### src/mmp_pkg.sv
// Minimap point projector package: widths, register indexes, colour codes
// and the structs that travel between the pipeline modules.
// No dependencies.
`default_nettype none

package mmp_pkg;

    // Fixed-point formats
    localparam int COORD_FRAC_BITS = 4;
    localparam int TRIG_FRAC_BITS  = 14;

    // Field widths
    localparam int POS_W   = 20;                          // world coordinate
    localparam int TRIG_W  = 16;                          // Q2.14 sine / cosine
    localparam int SIZE_W  = 10;                          // radar size, pixels
    localparam int VD_W    = 15;                          // view distance
    localparam int SLOT_W  = 10;                          // slot number
    localparam int CFG_W   = 20;                          // config write data
    localparam int IDX_W   = 3;                           // config register index

    // Datapath widths
    localparam int DIFF_W  = POS_W + 1;                   // object minus center
    localparam int PROD_W  = DIFF_W + TRIG_W;             // one rotation product
    localparam int SUM_W   = PROD_W + 1;                  // sum of two products
    localparam int ROT_W   = SUM_W - TRIG_FRAC_BITS;      // rotated offset
    localparam int DBL_W   = ROT_W + 1;                   // doubled offset magnitude
    localparam int SQ_W    = 2 * DBL_W;                   // sum of squares
    localparam int ROOT_W  = DBL_W;                       // square root result
    localparam int D_W     = VD_W + COORD_FRAC_BITS;      // full span D
    localparam int DEN_W   = DBL_W;                       // divisor
    localparam int RXS_W   = ROT_W + SIZE_W + 1;          // offset times size
    localparam int HD_W    = SIZE_W - 1 + DEN_W;          // half size times divisor
    localparam int NUM_W   = HD_W + 3;                    // signed numerator
    localparam int Q_W     = SIZE_W + 1;                  // quotient bits

    // Configuration register indexes
    localparam logic [IDX_W-1:0] REG_SHAPE_MODE    = 3'd0;
    localparam logic [IDX_W-1:0] REG_RADAR_SIZE    = 3'd1;
    localparam logic [IDX_W-1:0] REG_VIEW_DISTANCE = 3'd2;
    localparam logic [IDX_W-1:0] REG_HEADING_COS   = 3'd3;
    localparam logic [IDX_W-1:0] REG_HEADING_SIN   = 3'd4;
    localparam logic [IDX_W-1:0] REG_CENTER_X      = 3'd5;
    localparam logic [IDX_W-1:0] REG_CENTER_Y      = 3'd6;

    // Register reset values
    localparam logic [SIZE_W-1:0] RST_RADAR_SIZE    = 10'd250;
    localparam logic [VD_W-1:0]   RST_VIEW_DISTANCE = 15'd2048;
    localparam logic [TRIG_W-1:0] RST_HEADING_COS   = 16'd0;
    localparam logic [TRIG_W-1:0] RST_HEADING_SIN   = 16'd16384;

    // Shape modes
    localparam logic SHAPE_ROUND  = 1'b0;
    localparam logic SHAPE_SQUARE = 1'b1;

    typedef enum logic [1:0] {
        COL_FRIEND  = 2'd0,
        COL_ENEMY   = 2'd1,
        COL_NEUTRAL = 2'd2,
        COL_ITEM    = 2'd3
    } t_colour;

    // Pass-through part of a request
    typedef struct packed {
        t_colour             colour;
        logic                player;
        logic [SLOT_W-1:0]   slot;
    } t_side;

    // Rotation setup
    typedef struct packed {
        logic signed [TRIG_W-1:0] heading_cos;
        logic signed [TRIG_W-1:0] heading_sin;
        logic signed [POS_W-1:0]  center_x;
        logic signed [POS_W-1:0]  center_y;
    } t_rot_cfg;

    // Payload carried down the square root pipeline
    typedef struct packed {
        logic signed [RXS_W-1:0] rxs;
        logic signed [RXS_W-1:0] rys;
        logic [DEN_W-1:0]        alt;
        logic                    need;
        t_side                   side;
    } t_clamp_pay;

    // Colour class by flag priority
    function automatic t_colour colour_of(input logic item, input logic enemy,
                                          input logic neutral);
        t_colour c;
        if (item) begin
            c = enemy ? COL_ENEMY : (neutral ? COL_NEUTRAL : COL_ITEM);
        end else begin
            c = neutral ? COL_NEUTRAL : (enemy ? COL_ENEMY : COL_FRIEND);
        end
        return c;
    endfunction

endpackage

`default_nettype wire

### src/mmp_rotate.sv
// Three-stage front end: subtract the viewer center, form the four rotation
// products, then sum and scale back to coordinate format. Depends on mmp_pkg.
`default_nettype none

module mmp_rotate
    import mmp_pkg::*;
(
    input  logic                    i_clk,
    input  logic                    i_rst_n,
    input  logic                    i_en,
    input  logic                    i_valid,
    input  logic signed [POS_W-1:0] i_obj_x,
    input  logic signed [POS_W-1:0] i_obj_y,
    input  t_side                   i_side,
    input  t_rot_cfg                i_cfg,
    output logic                    o_valid,
    output logic signed [ROT_W-1:0] o_rx,
    output logic signed [ROT_W-1:0] o_ry,
    output t_side                   o_side
);

    logic [2:0]                r_v;
    t_side                     r_side [0:2];
    logic signed [DIFF_W-1:0]  r_dx, r_dy, n_dx, n_dy;
    logic signed [PROD_W-1:0]  r_pxc, r_pys, r_pxs, r_pyc;
    logic signed [PROD_W-1:0]  n_pxc, n_pys, n_pxs, n_pyc;
    logic signed [SUM_W-1:0]   n_sx, n_sy, n_tx, n_ty;
    logic signed [ROT_W-1:0]   r_rx, r_ry, n_rx, n_ry;

    // Offset from the viewer
    always_comb begin
        n_dx = DIFF_W'(i_obj_x) - DIFF_W'(i_cfg.center_x);
        n_dy = DIFF_W'(i_obj_y) - DIFF_W'(i_cfg.center_y);
    end

    // Rotation products
    always_comb begin
        n_pxc = PROD_W'(r_dx) * PROD_W'(i_cfg.heading_cos);
        n_pys = PROD_W'(r_dy) * PROD_W'(i_cfg.heading_sin);
        n_pxs = PROD_W'(r_dx) * PROD_W'(i_cfg.heading_sin);
        n_pyc = PROD_W'(r_dy) * PROD_W'(i_cfg.heading_cos);
    end

    // Sum and drop trig fraction bits, truncating toward zero
    always_comb begin
        n_sx = SUM_W'(r_pxc) - SUM_W'(r_pys);
        n_sy = SUM_W'(r_pxs) + SUM_W'(r_pyc);
        n_tx = n_sx + $signed({{(SUM_W-TRIG_FRAC_BITS){1'b0}},
                               {TRIG_FRAC_BITS{n_sx[SUM_W-1]}}});
        n_ty = n_sy + $signed({{(SUM_W-TRIG_FRAC_BITS){1'b0}},
                               {TRIG_FRAC_BITS{n_sy[SUM_W-1]}}});
        n_rx = ROT_W'(n_tx >>> TRIG_FRAC_BITS);
        n_ry = ROT_W'(n_ty >>> TRIG_FRAC_BITS);
    end

    // Advance valid bits
    always_ff @(posedge i_clk) begin
        if (!i_rst_n) begin
            r_v <= '0;
        end else if (i_en) begin
            r_v <= {r_v[1:0], i_valid};
        end
    end

    // Advance payload
    always_ff @(posedge i_clk) begin
        if (i_en) begin
            r_dx      <= n_dx;
            r_dy      <= n_dy;
            r_side[0] <= i_side;
            r_pxc     <= n_pxc;
            r_pys     <= n_pys;
            r_pxs     <= n_pxs;
            r_pyc     <= n_pyc;
            r_side[1] <= r_side[0];
            r_rx      <= n_rx;
            r_ry      <= n_ry;
            r_side[2] <= r_side[1];
        end
    end

    assign o_valid = r_v[2];
    assign o_rx    = r_rx;
    assign o_ry    = r_ry;
    assign o_side  = r_side[2];

endmodule

`default_nettype wire

### config.mk
export PLATFORM = sky130hd
export DESIGN_NAME = mmp_rotate
export DESIGN_NICKNAME = d
export VERILOG_FILES = /design/src/mmp_pkg.sv /design/src/mmp_rotate.sv
export SDC_FILE = /design/constraint.sdc
export NUM_CORES = 2
export LEC_CHECK = 0
export BUFFER_PORTS_ARGS = -buffer_cell sky130_fd_sc_hd__buf_2
export CORE_ASPECT_RATIO = 1.4
export CORE_MARGIN = 3
export CORE_UTILIZATION = 48
export CTS_CLUSTER_DIAMETER = 100
export DETAILED_ROUTE_END_ITERATION = 10
export HOLD_SLACK_MARGIN = 0.06
export PLACE_DENSITY = 0.67
export SYNTH_ARGS = -nofsm -noshare
export SYNTH_HDL_FRONTEND = slang
export SYNTH_SLANG_ARGS = --single-unit
### constraint.sdc
create_clock -name i_clk -period 15.94 [get_ports i_clk]
set_input_delay 1.594 -clock i_clk [delete_from_list [all_inputs] [get_ports i_clk]]
set_output_delay 1.594 -clock i_clk [all_outputs]
set_load 0.005 [all_outputs]
==> metrics.md <==
| Metric | Value |
|---|---|
| Avg Inst Size Synth | `9.289 um^2` |
| Count of nets left with antenna violations after detail routing | `0` |
| Startpoint-to-endpoint class of the critical path | `primary input to register` |
| Mapped Nets | `8995` |
| FP Rows | `159` |
| Pin count of the biggest net entering global routing | `95` |
| Area added between synthesis and finish | `5.872%` |
| Number of vias after detailed routing | `47416` |
| TritonCTS buffer count | `37` |
| Required time of the critical path | `16.29 ns` |
| Most frequent cell after synthesis | `inv_1` |
| Run status | `complete, no violations` |
| GR Util All Layers | `24.00%` |
| Min cycle time layout | `8.805 ns` |
| Number of instances in the synthesized netlist | `7026` |
| Post-DP HPWL | `126400 um` |
| Gp weighted congestion | `0.8882` |
| Leading post-synthesis cells by cell area | `fa_1, edfxtp_1, ha_1` |
| Clk_lat worst skew | `0.62 ns` |
| CTS tree | `built` |
| Number of enable flip-flop cells after synthesis | `277` |
| Number of resized instances in the post-cts repair step | `0` |
| Global Route met1 Usage | `29.99%` |
| Clock sink count | `280` |
| Starting DRT DRC Count | `2966` |
| Max transition margin | `23.27%` |
| Number of iterations in the first detailed-routing pass | `6` |
| Dominant cell type by area after synthesis | `fa_1` |
| Hold_buf cts | `0` |
| Post-synthesis instance area | `65270 um^2` |
| Count of final hold-check violations | `0` |
| Total of max-cap violations | `0` |
| Yosys warning total | `0` |
| Share of the synthesized area in the top cell type | `40.86%` |
| Vias per inst | `5.372` |
| Initial antenna violation count | `6` |
| Floorplan die height | `442.3 um` |
| Number of placed I/O pins | `191` |
| Maximum operating frequency | `113.6 MHz` |
| Commonest cells post-synth | `inv_1, fa_1, nand2_1` |
| Type of destination of the critical path | `register` |
| Share of async-settable or async-resettable flops after synthesis | `0%` |
| Aggregate routed wire length | `164000 um` |
| Period Utilization, post-route | `55.24%` |
| Accumulated negative setup slack | `0 ns` |
| Classification of the worst-slack hold path | `register to register` |
| Dominant synthesized flop cell | `edfxtp_1` |
| Routed wire length per instance | `18.58 um` |
| Grt met3 use | `3.129%` |
| IO Port Bufs | `190` |
| Final Max Tran Viols | `0` |
| Clock root buffer | `clkbuf_16` |
| Via count of the first global-routing pass | `50813` |
| Count of unique library cells instantiated by Yosys | `84` |
| Count of buffers added by post-CTS timing repair for setup | `0` |
| Maximum buffer depth of the clock tree | `3` |
| Placeable core region | `134700 um^2` |
| Horizontal die dimension | `317.6 um` |
| Fraction of layout instances using a drive strength above 1 | `4.919%` |
| Final setup violating endpoints | `0` |
| Die area | `140500 um^2` |
| Fin util | `51.30%` |
| Data arrival at the endpoint of the critical path | `9.16 ns` |
| Number of levels the H-tree was split into | `2` |
| Setup repair after global routing missed its margin | `false` |
| Final net count | `8996` |
| Post-synthesis sequential area ratio | `12.84%` |
| Transition time at the pin with the least slew margin | `1.151 ns` |
| Residual DRC | `0` |
| Clock-pin slew of the registers on the worst-case setup and hold paths | `0.06 ns` |
| Maximum fanout along the worst path | `42` |
| Synthesized flop and latch total | `280` |
| Effective utilization at floorplan | `48.46%` |
| Maximum clock skew at final layout | `0.03181 ns` |
| Overflow left after global routing | `0` |
| Met2 GRT Util | `41.14%` |
| Global route hottest layer | `met2` |
| Critical path startpoint category | `primary input` |
| Global-route wire length before repair | `268500 um` |
[critical path, cell delays in order]
cell	delay (ns)
buf_2	0.77
nand2_1	0.18
fa_1	0.56
fa_1	0.40
inv_1	0.07
ha_1	0.13
inv_1	0.04
fa_1	0.47
inv_1	0.06
fa_1	0.58
fa_1	0.46
ha_1	0.35
a2111oi_0	0.60
o21ai_0	0.30
a311oi_1	0.65
o21ai_1	0.32
o211ai_1	0.40
nand4_1	0.20
a31oi_1	0.30
nor2b_1	0.09
o21a_1	0.19
o41ai_1	0.31
xnor2_1	0.10
[state kept, by name (all words and copies together), names as in the netlist]
| name | count |
|---|---|
| r_pxs | 37 |
| o_ry | 24 |
| r_v | 3 |
| r_pxc | 37 |
| r_pyc | 37 |
| r_pys | 37 |
| r_dx | 21 |
| o_rx | 24 |
| r_dy | 21 |
| r_side | 39 |
[final timing paths]
| kind | start | to | slack (ns) | cells past startpoint |
|---|---|---|---|---|
| worst max-delay path | i_cfg[45] | r_pxs[35] | 7.13 | 23 |
| worst min-delay path | r_side[0][16] | r_side[0][29] | 0.42 | 0 |
| worst max register to register | r_dx[5] | r_pxc[36] | 7.88 | 24 |
| worst min register to register | r_side[0][16] | r_side[0][29] | 0.42 | 0 |
[per-layer routing]
metal | vias up | routed length [um]
met5 | - | 48
met4 | 8 | 9206
met3 | 356 | 10240
met2 | 1551 | 81420
met1 | 24258 | 63090
li1 | 21243 | -
[final cells by class]
type / instances / area [um^2]
diodes: 2 / 5.005
clock buffers: 40 / 958.4
clock inverters: 26 / 351.6
fillers: 12450 / 65590
inverters: 1667 / 6257
multi-input cells: 4782 / 49450
flip-flops and latches: 280 / 8378
well taps: 1771 / 2216
repair buffers: 259 / 1479
[placed cells by master, fill, tap and decap left out, types with 104 or more instances in the layout]
| cell type | instances |
|---|---|
| inv_1 | 1665 |
| fa_1 | 1332 |
| nand2_1 | 898 |
| and2_1 | 516 |
| ha_1 | 508 |
| edfxtp_1 | 277 |
| nor2_1 | 240 |
| xnor2_1 | 211 |
| buf_2 | 189 |
| a21oi_1 | 185 |
| o21ai_0 | 117 |
| a21o_1 | 104 |
[stage by stage]
stage / worst slack, ns / instance area, um^2 / hold WS [ns] / instances
finish: 7.135 / 69100 / 0.4184 / 8827
global route: 6.618 / 69090 / 0.4266 / 8825
CTS: 7.292 / 69090 / 0.4205 / 8825
detailed placement: 6.698 / 67780 / 0.4045 / 8759
global placement: 6.924 / 67780 / 0.4004 / 8759
floorplan: 8.014 / 65270 / 0.4003 / 7026
[cell families after synthesis]
family | synth area share (%)
flip-flops | 12.84
XOR/XNOR | 3.784
multiplexers | 0.09202
AND/OR/NAND/NOR | 14.68
AO/OA/AOI/OAI | 6.616
adder cells (fa/ha/maj) | 50.60
buffers and inverters | 11.39
Power is left out: the tool's default activity adds up to more than one toggle a clock period on the data nets, which glitch-free logic cannot reach.
